File: src/hw/rtl/dtnf_pkg.sv
// dtnf_pkg: shared types and constants of the duty to nits eased fader
// used by dtnf_div, dtnf_ctrl, dtnf_dp and the top level
package dtnf_pkg;

	localparam int unsigned DUTY_W = 32;
	localparam int unsigned LVL_W  = 16;
	localparam int unsigned STEP_W = 8;
	localparam int unsigned CFG_W  = 32;
	localparam int unsigned IDX_W  = 2;
	localparam int unsigned DVD_W  = 48;
	localparam int unsigned DVS_W  = 32;
	localparam int unsigned PROD_W = 40;
	localparam int unsigned CUBE_W = 24;

	localparam logic [LVL_W-1:0]  FULL_LEVEL    = 16'hFFFF;
	localparam logic [DUTY_W-1:0] PERIOD_RESET  = 32'd120000;
	localparam logic [LVL_W-1:0]  NITS_RESET    = 16'd440;
	localparam logic [STEP_W-1:0] STEPS_RESET   = 8'd12;

	localparam logic [IDX_W-1:0] REG_PERIOD = 2'd0;
	localparam logic [IDX_W-1:0] REG_NITS   = 2'd1;
	localparam logic [IDX_W-1:0] REG_STEPS  = 2'd2;
	localparam logic [IDX_W-1:0] REG_ENABLE = 2'd3;

	typedef enum logic [4:0] {
		OP_NONE,
		OP_LATCH,
		OP_TGT_FULL,
		OP_TDIV_GO,
		OP_TGT_Q,
		OP_DECIDE,
		OP_STEP,
		OP_MUL_NN,
		OP_MUL_D3,
		OP_MUL_XX,
		OP_MUL_X3,
		OP_FRAC,
		OP_MUL_DF,
		OP_EDIV_GO,
		OP_EASE,
		OP_MUL_NITS,
		OP_OUT
	} op_t;

	typedef enum logic [4:0] {
		S_IDLE,
		S_CHECK,
		S_TDIV,
		S_DECIDE,
		S_STEP,
		S_NN,
		S_D3,
		S_XX,
		S_X3,
		S_FRAC,
		S_MDF,
		S_EDIV_GO,
		S_EDIV,
		S_MNITS,
		S_OUT
	} state_t;

	typedef struct packed {
		op_t op;
	} cmd_t;

	typedef struct packed {
		logic go;
		logic duty_ge;
		logic fading;
		logic finish;
		logic div_busy;
		logic out_free;
	} status_t;

endpackage

File: src/hw/rtl/duty_to_nits_eased_fader_top.sv
// duty_to_nits_eased_fader_top: PWM duty to eased panel brightness and nits
// depends on dtnf_pkg, dtnf_ctrl, dtnf_dp
//
// usage
// - input channel in_valid/in_ready carries one duty word per poll tick
// - output channel out_valid/out_ready carries level, nits and fade_done
// - config port cfg_we/cfg_index/cfg_data writes period, max nits, fade
//   length and enable, one register per cycle, no read-back
// - a disabled tick frees the input again from the check state, a tick
//   with no result from the step state
// - in a fade step the target and easing divisions go one quotient bit
//   per cycle through the single 48-bit divider, the cube terms share
//   one 24x16 multiplier and nits divide by 65535 with a shift and add
// - a fade's last step skips the cube terms and the easing division;
//   a duty at or above the period skips the target division
// - one word is worked on at a time; in_ready is high only between ticks,
//   the next word can be taken in the cycle after the result is written
// - the result sits in an output register, so the next tick is taken while
//   a result waits; a stalled receiver holds the sequencer before its next
//   result is written
// - reset clears config to its defaults, level to full and stops any fade
module duty_to_nits_eased_fader_top (
	input  logic                        clk,
	input  logic                        arst_n,
	input  logic                        cfg_we,
	input  logic [dtnf_pkg::IDX_W-1:0]  cfg_index,
	input  logic [dtnf_pkg::CFG_W-1:0]  cfg_data,
	input  logic                        in_valid,
	output logic                        in_ready,
	input  logic [dtnf_pkg::DUTY_W-1:0] duty,
	output logic                        out_valid,
	input  logic                        out_ready,
	output logic [dtnf_pkg::LVL_W-1:0]  level,
	output logic [dtnf_pkg::LVL_W-1:0]  nits,
	output logic                        fade_done
);
	import dtnf_pkg::*;

	cmd_t    cmd;
	status_t stat;

	dtnf_ctrl u_ctrl (
		.clk      (clk),
		.arst_n   (arst_n),
		.in_valid (in_valid),
		.in_ready (in_ready),
		.stat     (stat),
		.cmd      (cmd)
	);

	dtnf_dp u_dp (
		.clk       (clk),
		.arst_n    (arst_n),
		.cfg_we    (cfg_we),
		.cfg_index (cfg_index),
		.cfg_data  (cfg_data),
		.duty      (duty),
		.cmd       (cmd),
		.stat      (stat),
		.out_valid (out_valid),
		.out_ready (out_ready),
		.level     (level),
		.nits      (nits),
		.fade_done (fade_done)
	);
endmodule

File: src/hw/rtl/dtnf_div.sv
// dtnf_div: restoring divider, one quotient bit per cycle
// depends on dtnf_pkg
module dtnf_div (
	input  logic                        clk,
	input  logic                        arst_n,
	input  logic                        start,
	input  logic [dtnf_pkg::DVD_W-1:0]  dividend,
	input  logic [dtnf_pkg::DVS_W-1:0]  divisor,
	output logic                        busy,
	output logic [dtnf_pkg::DVD_W-1:0]  quotient
);
	import dtnf_pkg::*;

	localparam int unsigned CNT_W = $clog2(DVD_W);

	logic [DVD_W-1:0] quo_q;
	logic [DVS_W-1:0] rem_q;
	logic [DVS_W-1:0] dvs_q;
	logic [CNT_W-1:0] cnt_q;
	logic             busy_q;
	logic [DVS_W:0]   shifted;
	logic [DVS_W:0]   trial;

	assign shifted = {rem_q, quo_q[DVD_W-1]};
	assign trial   = shifted - {1'b0, dvs_q};

	always_ff @(posedge clk or negedge arst_n) begin
		if (!arst_n) begin
			busy_q <= 1'b0;
			cnt_q  <= '0;
		end else if (start) begin
			busy_q <= 1'b1;
			cnt_q  <= CNT_W'(DVD_W - 1);
		end else if (busy_q) begin
			cnt_q <= cnt_q - 1'b1;
			if (cnt_q == '0) begin
				busy_q <= 1'b0;
			end
		end
	end

	always_ff @(posedge clk) begin
		if (start) begin
			quo_q <= dividend;
			rem_q <= '0;
			dvs_q <= divisor;
		end else if (busy_q) begin
			if (!trial[DVS_W]) begin
				rem_q <= trial[DVS_W-1:0];
				quo_q <= {quo_q[DVD_W-2:0], 1'b1};
			end else begin
				rem_q <= shifted[DVS_W-1:0];
				quo_q <= {quo_q[DVD_W-2:0], 1'b0};
			end
		end
	end

	assign busy     = busy_q;
	assign quotient = quo_q;
endmodule

File: src/hw/rtl/dtnf_ctrl.sv
// dtnf_ctrl: sequencer that steps the datapath through one tick
// depends on dtnf_pkg
module dtnf_ctrl (
	input  logic              clk,
	input  logic              arst_n,
	input  logic              in_valid,
	output logic              in_ready,
	input  dtnf_pkg::status_t stat,
	output dtnf_pkg::cmd_t    cmd
);
	import dtnf_pkg::*;

	state_t state_q;
	state_t state_d;

	always_ff @(posedge clk or negedge arst_n) begin
		if (!arst_n) begin
			state_q <= S_IDLE;
		end else begin
			state_q <= state_d;
		end
	end

	always_comb begin
		state_d  = state_q;
		cmd.op   = OP_NONE;
		in_ready = 1'b0;
		case (state_q)
			S_IDLE: begin
				in_ready = 1'b1;
				if (in_valid) begin
					cmd.op  = OP_LATCH;
					state_d = S_CHECK;
				end
			end
			S_CHECK: begin
				if (!stat.go) begin
					state_d = S_IDLE;
				end else if (stat.duty_ge) begin
					cmd.op  = OP_TGT_FULL;
					state_d = S_DECIDE;
				end else begin
					cmd.op  = OP_TDIV_GO;
					state_d = S_TDIV;
				end
			end
			S_TDIV: begin
				if (!stat.div_busy) begin
					cmd.op  = OP_TGT_Q;
					state_d = S_DECIDE;
				end
			end
			S_DECIDE: begin
				cmd.op  = OP_DECIDE;
				state_d = S_STEP;
			end
			S_STEP: begin
				if (!stat.fading) begin
					state_d = S_IDLE;
				end else begin
					cmd.op  = OP_STEP;
					state_d = stat.finish ? S_MNITS : S_NN;
				end
			end
			S_NN: begin
				cmd.op  = OP_MUL_NN;
				state_d = S_D3;
			end
			S_D3: begin
				cmd.op  = OP_MUL_D3;
				state_d = S_XX;
			end
			S_XX: begin
				cmd.op  = OP_MUL_XX;
				state_d = S_X3;
			end
			S_X3: begin
				cmd.op  = OP_MUL_X3;
				state_d = S_FRAC;
			end
			S_FRAC: begin
				cmd.op  = OP_FRAC;
				state_d = S_MDF;
			end
			S_MDF: begin
				cmd.op  = OP_MUL_DF;
				state_d = S_EDIV_GO;
			end
			S_EDIV_GO: begin
				cmd.op  = OP_EDIV_GO;
				state_d = S_EDIV;
			end
			S_EDIV: begin
				if (!stat.div_busy) begin
					cmd.op  = OP_EASE;
					state_d = S_MNITS;
				end
			end
			S_MNITS: begin
				cmd.op  = OP_MUL_NITS;
				state_d = S_OUT;
			end
			S_OUT: begin
				if (stat.out_free) begin
					cmd.op  = OP_OUT;
					state_d = S_IDLE;
				end
			end
			default: begin
				state_d = S_IDLE;
			end
		endcase
	end
endmodule

File: src/hw/rtl/dtnf_dp.sv
// dtnf_dp: configuration, fade state, shared multiplier, divider and output register
// depends on dtnf_pkg and dtnf_div
module dtnf_dp (
	input  logic                        clk,
	input  logic                        arst_n,
	input  logic                        cfg_we,
	input  logic [dtnf_pkg::IDX_W-1:0]  cfg_index,
	input  logic [dtnf_pkg::CFG_W-1:0]  cfg_data,
	input  logic [dtnf_pkg::DUTY_W-1:0] duty,
	input  dtnf_pkg::cmd_t              cmd,
	output dtnf_pkg::status_t           stat,
	output logic                        out_valid,
	input  logic                        out_ready,
	output logic [dtnf_pkg::LVL_W-1:0]  level,
	output logic [dtnf_pkg::LVL_W-1:0]  nits,
	output logic                        fade_done
);
	import dtnf_pkg::*;

	logic [DUTY_W-1:0] period_q;
	logic [LVL_W-1:0]  max_nits_q;
	logic [STEP_W-1:0] steps_q;
	logic              enable_q;

	logic [DUTY_W-1:0] duty_q;
	logic [DUTY_W-1:0] last_duty_q;
	logic [LVL_W-1:0]  origin_q;
	logic [LVL_W-1:0]  goal_q;
	logic [LVL_W-1:0]  target_q;
	logic [STEP_W-1:0] step_q;
	logic              fading_q;
	logic [LVL_W-1:0]  cur_level_q;
	logic              done_q;

	logic [PROD_W-1:0] prod_q;
	logic [CUBE_W-1:0] d3_q;
	logic [CUBE_W-1:0] frac_q;

	logic              out_valid_q;
	logic [LVL_W-1:0]  level_q;
	logic [LVL_W-1:0]  nits_q;
	logic              fade_done_q;

	logic [STEP_W-1:0] step_inc;
	logic              half;
	logic [STEP_W-1:0] rem_steps;
	logic [STEP_W-1:0] x_val;
	logic              neg;
	logic [LVL_W-1:0]  abs_diff;
	logic [CUBE_W-1:0] mul_a;
	logic [LVL_W-1:0]  mul_b;
	logic [PROD_W-1:0] mul_p;
	logic [32:0]       nits_sum;

	logic              div_start;
	logic [DVD_W-1:0]  div_dvd;
	logic [DVS_W-1:0]  div_dvs;
	logic              div_busy;
	logic [DVD_W-1:0]  div_quo;

	assign step_inc  = step_q + 1'b1;
	assign half      = {step_q, 1'b0} < {1'b0, steps_q};
	assign rem_steps = steps_q - step_q;
	assign x_val     = half ? step_q : {rem_steps[STEP_W-2:0], 1'b0};
	assign neg       = goal_q < origin_q;
	assign abs_diff  = neg ? (origin_q - goal_q) : (goal_q - origin_q);
	assign mul_p     = mul_a * mul_b;

	// divide by 65535 as (p + (p >> 16) + 1) >> 16
	assign nits_sum = {1'b0, prod_q[31:0]} + {17'd0, prod_q[31:16]} + 33'd1;

	assign stat.go       = enable_q && (period_q != '0);
	assign stat.duty_ge  = duty_q >= period_q;
	assign stat.fading   = fading_q;
	assign stat.finish   = (step_inc >= steps_q) || (step_inc == '0);
	assign stat.div_busy = div_busy;
	assign stat.out_free = !out_valid_q || out_ready;

	always_comb begin
		mul_a = '0;
		mul_b = '0;
		case (cmd.op)
			OP_MUL_NN: begin
				mul_a = CUBE_W'(steps_q);
				mul_b = LVL_W'(steps_q);
			end
			OP_MUL_D3: begin
				mul_a = CUBE_W'(prod_q[LVL_W-1:0]);
				mul_b = LVL_W'(steps_q);
			end
			OP_MUL_XX: begin
				mul_a = CUBE_W'(x_val);
				mul_b = LVL_W'(x_val);
			end
			OP_MUL_X3: begin
				mul_a = CUBE_W'(prod_q[LVL_W-1:0]);
				mul_b = LVL_W'(x_val);
			end
			OP_MUL_DF: begin
				mul_a = frac_q;
				mul_b = abs_diff;
			end
			OP_MUL_NITS: begin
				mul_a = CUBE_W'(cur_level_q);
				mul_b = max_nits_q;
			end
			default: begin
				mul_a = '0;
				mul_b = '0;
			end
		endcase
	end

	always_comb begin
		div_start = 1'b0;
		div_dvd   = '0;
		div_dvs   = '0;
		case (cmd.op)
			OP_TDIV_GO: begin
				div_start = 1'b1;
				div_dvd   = {duty_q, 16'h0000} - DVD_W'(duty_q);
				div_dvs   = period_q;
			end
			OP_EDIV_GO: begin
				div_start = 1'b1;
				div_dvd   = DVD_W'(prod_q);
				div_dvs   = DVS_W'(d3_q);
			end
			default: begin
				div_start = 1'b0;
			end
		endcase
	end

	dtnf_div u_div (
		.clk      (clk),
		.arst_n   (arst_n),
		.start    (div_start),
		.dividend (div_dvd),
		.divisor  (div_dvs),
		.busy     (div_busy),
		.quotient (div_quo)
	);

	// config and fade state
	always_ff @(posedge clk or negedge arst_n) begin
		if (!arst_n) begin
			period_q    <= PERIOD_RESET;
			max_nits_q  <= NITS_RESET;
			steps_q     <= STEPS_RESET;
			enable_q    <= 1'b0;
			last_duty_q <= '0;
			origin_q    <= '0;
			goal_q      <= '0;
			step_q      <= '0;
			fading_q    <= 1'b0;
			cur_level_q <= FULL_LEVEL;
			done_q      <= 1'b0;
			out_valid_q <= 1'b0;
		end else begin
			if (cfg_we) begin
				case (cfg_index)
					REG_PERIOD: period_q   <= cfg_data;
					REG_NITS:   max_nits_q <= cfg_data[LVL_W-1:0];
					REG_STEPS:  steps_q    <= cfg_data[STEP_W-1:0];
					REG_ENABLE: enable_q   <= cfg_data[0];
					default:    enable_q   <= enable_q;
				endcase
			end
			if (cmd.op == OP_OUT) begin
				out_valid_q <= 1'b1;
			end else if (out_valid_q && out_ready) begin
				out_valid_q <= 1'b0;
			end
			case (cmd.op)
				OP_DECIDE: begin
					if (duty_q != last_duty_q) begin
						last_duty_q <= duty_q;
						origin_q    <= cur_level_q;
						goal_q      <= target_q;
						step_q      <= '0;
						fading_q    <= 1'b1;
					end
				end
				OP_STEP: begin
					step_q <= step_inc;
					done_q <= stat.finish;
					if (stat.finish) begin
						cur_level_q <= goal_q;
						fading_q    <= 1'b0;
					end
				end
				OP_EASE: begin
					cur_level_q <= neg ? (origin_q - div_quo[LVL_W-1:0])
						: (origin_q + div_quo[LVL_W-1:0]);
				end
				default: begin
					done_q <= done_q;
				end
			endcase
		end
	end

	// work registers
	always_ff @(posedge clk) begin
		case (cmd.op)
			OP_LATCH:    duty_q   <= duty;
			OP_TGT_FULL: target_q <= FULL_LEVEL;
			OP_TGT_Q:    target_q <= div_quo[LVL_W-1:0];
			OP_MUL_XX: begin
				d3_q   <= prod_q[CUBE_W-1:0];
				prod_q <= mul_p;
			end
			OP_MUL_NN, OP_MUL_D3, OP_MUL_X3, OP_MUL_DF, OP_MUL_NITS: begin
				prod_q <= mul_p;
			end
			OP_FRAC: begin
				frac_q <= half ? {prod_q[CUBE_W-3:0], 2'b00} : (d3_q - prod_q[CUBE_W:1]);
			end
			OP_OUT: begin
				level_q     <= cur_level_q;
				nits_q      <= nits_sum[31:16];
				fade_done_q <= done_q;
			end
			default: begin
				duty_q <= duty_q;
			end
		endcase
	end

	assign out_valid = out_valid_q;
	assign level     = level_q;
	assign nits      = nits_q;
	assign fade_done = fade_done_q;
endmodule
File: config.mk
export PLATFORM = sky130hd
export DESIGN_NAME = duty_to_nits_eased_fader_top
export DESIGN_NICKNAME = d
export VERILOG_FILES = /design/src/hw/rtl/dtnf_pkg.sv /design/src/hw/rtl/duty_to_nits_eased_fader_top.sv /design/src/hw/rtl/dtnf_div.sv /design/src/hw/rtl/dtnf_ctrl.sv /design/src/hw/rtl/dtnf_dp.sv
export SDC_FILE = /design/constraint.sdc
export NUM_CORES = 2
export LEC_CHECK = 0
export BUFFER_PORTS_ARGS = -buffer_cell sky130_fd_sc_hd__buf_4
export CORE_ASPECT_RATIO = 1.4
export CORE_MARGIN = 2
export CORE_UTILIZATION = 45
export DETAILED_ROUTE_END_ITERATION = 6
export PLACE_DENSITY = 0.61
export SYNTH_ARGS = -nofsm -noshare
export SYNTH_HDL_FRONTEND = slang
export SYNTH_HIERARCHICAL = 1
export SYNTH_SLANG_ARGS = --single-unit
File: constraint.sdc
create_clock -name clk -period 12.23 [get_ports clk]
set_input_delay 0.6115 -clock clk [delete_from_list [all_inputs] [get_ports clk]]
set_output_delay 0.6115 -clock clk [all_outputs]
set_load 0.02 [all_outputs]
==> metrics.csv <==
stage,metric,value,unit
layout,nNetsFinal,4966,
routing,detail-route-antenna-nets,0,
synth,postSynthAreaPerCell,9.42,um^2
timing,timing.final.ws_setup,0.582,ns
routing,dr.pass1.iters,6,
setup_path,rr_startpoint,u_dp/duty_q[17],
clock_network,cts_sinks,440,
routing,final_wirelength,130,mm
place,dp_hpwl,103,mm
pwr,static-leakage-power,19.1,nW
floorplan,io_pins,106,
synth,netlist_area,39800,um^2
layout,synthToLayoutAreaGrowth,9.48,%
layout,diodes,0,
place,gp_congestion,0.972,
global_route,global_route.overflow_total,0,
synth,post-synth-top-count-cell,sky130_fd_sc_hd__inv_1,
clock_network,clock_network_latency_to_the_later_pin_of_the_worst_skew_pair,0.61,ns
pwr,irDropWorstVdd,0.243,mV
synth,yosys-top-cells-count,"sky130_fd_sc_hd__inv_1, sky130_fd_sc_hd__nand2_1, sky130_fd_sc_hd__fa_1",
synth,sequential_cell_area_fraction_in_the_yosys_report,30.5,%
outcome,status,"complete, no violations",
routing,vias,31800,
clock_network,cts_made_buffers,47,
clock_network,clk_pin_slew,0.06,ns
synth,postSynth.asyncResetShare,36.1,%
synth,netlist_instances,4231,
timing,fmaxAchievable,85.8,MHz
setup_path,worst_ep_required_time,12.58,ns
timing,finClkSkew,0.0252,ns
setup_path,worst-endpoint-arrival,12.00,ns
setup_path,slowest_stage_delay_on_critical_path,0.56,ns
setup_path,critical_path.max_fanout,24,
clock_network,cts_tree,yes,
timing,final_slew_viol_count,0,
timing,unrepaired_setup_endpoints_after_global_routing,no,
synth,synth.yosys.warnings,6,
flow_run,drv_cap,0,
global_route,number_of_global_route_vias_before_repair,32600,
setup_path,setup.reg_to_reg.worst_slack,0.58,ns
setup_path,startpoint,u_dp/duty_q[17],
floorplan,die_h,356,um
global_route,grt_max_degree,103,
synth,yosys.cell_types.count,106,
clock_network,clock_tree.buffer_depth,3,
global_route,grt.total_usage,28.6,%
clock_network,clock-root-buffer,sky130_fd_sc_hd__clkbuf_16,
clock_network,cts_setup_buffers,0,
place,port_buffers,105,
layout,post_route_cells_drive_above_1_share,11.6,%
synth,ys_ff_latch,440,
layout,fillCellCount,8400,
timing,worst_max_slew_pin_slew,1.22,ns
routing,drtIter0Drc,2712,
synth,synth_ff_type,sky130_fd_sc_hd__edfxtp_1,
timing,setup-tns-final,0,ns
setup_path,critPathLaunchType,flop,
global_route,grt_first_pass_wirelength,198,mm
routing,routedWlPerCell,23.6,um
synth,synth_fp_nets,4916,
clock_network,cts_htree_levels,2,
floorplan,initial_core_util,45.2,%
place,postPlaceCellArea,42000,um^2
floorplan,design.core.area,88100,um^2
place,place_worst_setup_slack,0.304,ns
setup_path,critPathSlowestCell,sky130_fd_sc_hd__fa_1,
layout,final_non_filler_cell_area,43600,um^2
routing,remaining_drc_errors,0,
synth,yosys.area.top_type_share,18.8,%
min_path,hold_start,duty[10],
global_route,number_of_antenna_violations_at_the_first_check_in_global_routing,0,
routing,avgViaCountPerCell,5.79,
floorplan,dieWidth,255,um
min_path,hold_path_class,input port to flop,
floorplan,row_count,129,
setup_path,crit_path_end_kind,flop,
timing,slew_headroom,17.9,%
floorplan,die_area,91000,um^2
pwr,p_per_area,301,nW/um^2
setup_path,timing_worst_setup_path_type,flop to flop,
synth,count_of_flip_flops_with_a_built_in_enable_after_synthesis,249,
timing,min_period,11.65,ns
timing,final-setup-viol-count,0,
timing,finalCritPeriodShare,95.2,%
synth,synth_top_cells_by_area,"sky130_fd_sc_hd__edfxtp_1, sky130_fd_sc_hd__fa_1, sky130_fd_sc_hd__ha_1",
timing,fin_hold_ws,0.184,ns
timing,final-hold-violation-count,0,
synth,yosys.area.top_type,sky130_fd_sc_hd__edfxtp_1,
[cells in the final DEF, fill, tap and decap left out, types with 26 or more instances in the layout]
cell type	Yosys	routed
sky130_fd_sc_hd__clkbuf_16	0	48
sky130_fd_sc_hd__a21oi_1	154	153
sky130_fd_sc_hd__and2_1	40	40
sky130_fd_sc_hd__mux2_2	108	108
sky130_fd_sc_hd__dfstp_2	30	30
sky130_fd_sc_hd__ha_1	302	302
sky130_fd_sc_hd__nor2b_1	26	26
sky130_fd_sc_hd__a211oi_1	51	51
sky130_fd_sc_hd__o22ai_1	26	26
sky130_fd_sc_hd__nor3_1	54	50
sky130_fd_sc_hd__dfrtp_1	129	128
sky130_fd_sc_hd__nand2b_1	45	45
sky130_fd_sc_hd__and3_1	33	33
sky130_fd_sc_hd__dfxtp_1	32	32
sky130_fd_sc_hd__buf_4	6	190
sky130_fd_sc_hd__nand3_1	64	64
sky130_fd_sc_hd__edfxtp_1	249	249
sky130_fd_sc_hd__nand2_1	518	518
sky130_fd_sc_hd__a22oi_1	27	27
sky130_fd_sc_hd__xnor2_1	147	145
sky130_fd_sc_hd__mux2i_1	38	38
sky130_fd_sc_hd__o21ai_0	241	239
sky130_fd_sc_hd__or2_2	33	33
sky130_fd_sc_hd__xor2_1	70	70
sky130_fd_sc_hd__nand4_1	34	34
sky130_fd_sc_hd__nor2_1	274	270
sky130_fd_sc_hd__o21a_1	46	46
sky130_fd_sc_hd__a21o_1	90	90
sky130_fd_sc_hd__nor4_1	27	27
sky130_fd_sc_hd__fa_1	312	312
sky130_fd_sc_hd__inv_1	538	538
[kinds of logic (layout without fill, tap and decap cells)]
| family | count (synthesis) | in the layout | synth area share (%) |
|---|---|---|---|
| simple gates | 1214 | 1214 | 14.1 |
| compound gates | 866 | 866 | 14.2 |
| buf+inv | 731 | 820 | 7.16 |
| fa+ha+maj | 614 | 614 | 25.2 |
| flops | 440 | 440 | 30.5 |
| xor+xnor | 219 | 219 | 4.85 |
| mux | 147 | 147 | 4.04 |
[final cells by class]
| cell class | count | area (um^2) | area share [%] |
|---|---|---|---|
| Multi-Input combinational cell | 3060 | 25000 | 57.2 |
| Tap cell | 1179 | 1480 | 3.38 |
| Clock inverter | 31 | 337 | 0.772 |
| Sequential cell | 440 | 12100 | 27.8 |
| Clock buffer | 57 | 1240 | 2.85 |
| Inverter | 540 | 2030 | 4.65 |
| Timing Repair Buffer | 192 | 1450 | 3.32 |
[critical path, delay by kind of cell, from the launching register on]
kind	cells	cell delay (ns)
AOI/OAI and AO/OA	17	4.29
and+or+nand+nor	9	1.97
buffers and inverters	6	0.70
DFF	1	0.52
adders and majority gates	8	3.78
xor gates and xnor gates	1	0.13
[final timing paths]
path	to	cells after the start
min in group asynchronous	u_dp/out_valid	2
max	u_dp/prod_q[38]	41
max reg2reg	u_dp/prod_q[38]	41
min reg2reg	u_dp/goal_q[2]	2
min	u_dp/duty_q[10]	1
max in group asynchronous	u_dp/last_duty_q[2]	4
[registers in the layout, summed over array words and instances (netlist names), 4 cells and up]
signal               cells
u_dp/level              16
u_dp/steps_q             8
u_dp/u_div/rem_q        32
u_dp/d3_q               24
u_dp/step_q              8
u_dp/goal_q             16
u_dp/u_div/quotient     48
u_dp/period_q           32
u_dp/u_div/dvs_q        32
u_ctrl/state_q           4
u_dp/last_duty_q        32
u_dp/u_div/cnt_q         6
u_dp/target_q           16
u_dp/max_nits_q         16
u_dp/cur_level_q        16
u_dp/nits               16
u_dp/origin_q           16
u_dp/prod_q             40
u_dp/frac_q             24
u_dp/duty_q             32
[metal layers]
metal  track usage, %  wire length, um  up-vias
met5                0                0        -
met2             49.7            63800     1103
met3             3.13             6820      375
li1                 -                -    14500
met4             18.7             9820        0
met1             33.7            49600    15900
[power by group]
group | total (mW) | internal (mW) | switching (mW)
clock network | 1.51 | 0.843 | 0.665
registers | 3.09 | 2.33 | 0.759
logic | 8.55 | 3.07 | 5.48
[through the flow]
step | cells | power, mW | utilization [%]
final | 5499 | 13.1 | 49.5
after global placement | 5410 | 11.4 | 47.7
after floorplan | 4231 | 8.63 | -
after detailed placement | 5410 | 11.5 | 47.7
after CTS | 5499 | 13.1 | 49.5
after global routing | 5499 | 14.0 | 49.5
[timing repair]
action	in CTS	in global routing
hold endpoints to repair	29	0
setup endpoints to repair	0	7
hold buffers	1	0
gates resized for setup	0	5
No activity file was read; power rests on OpenSTA's default activity.
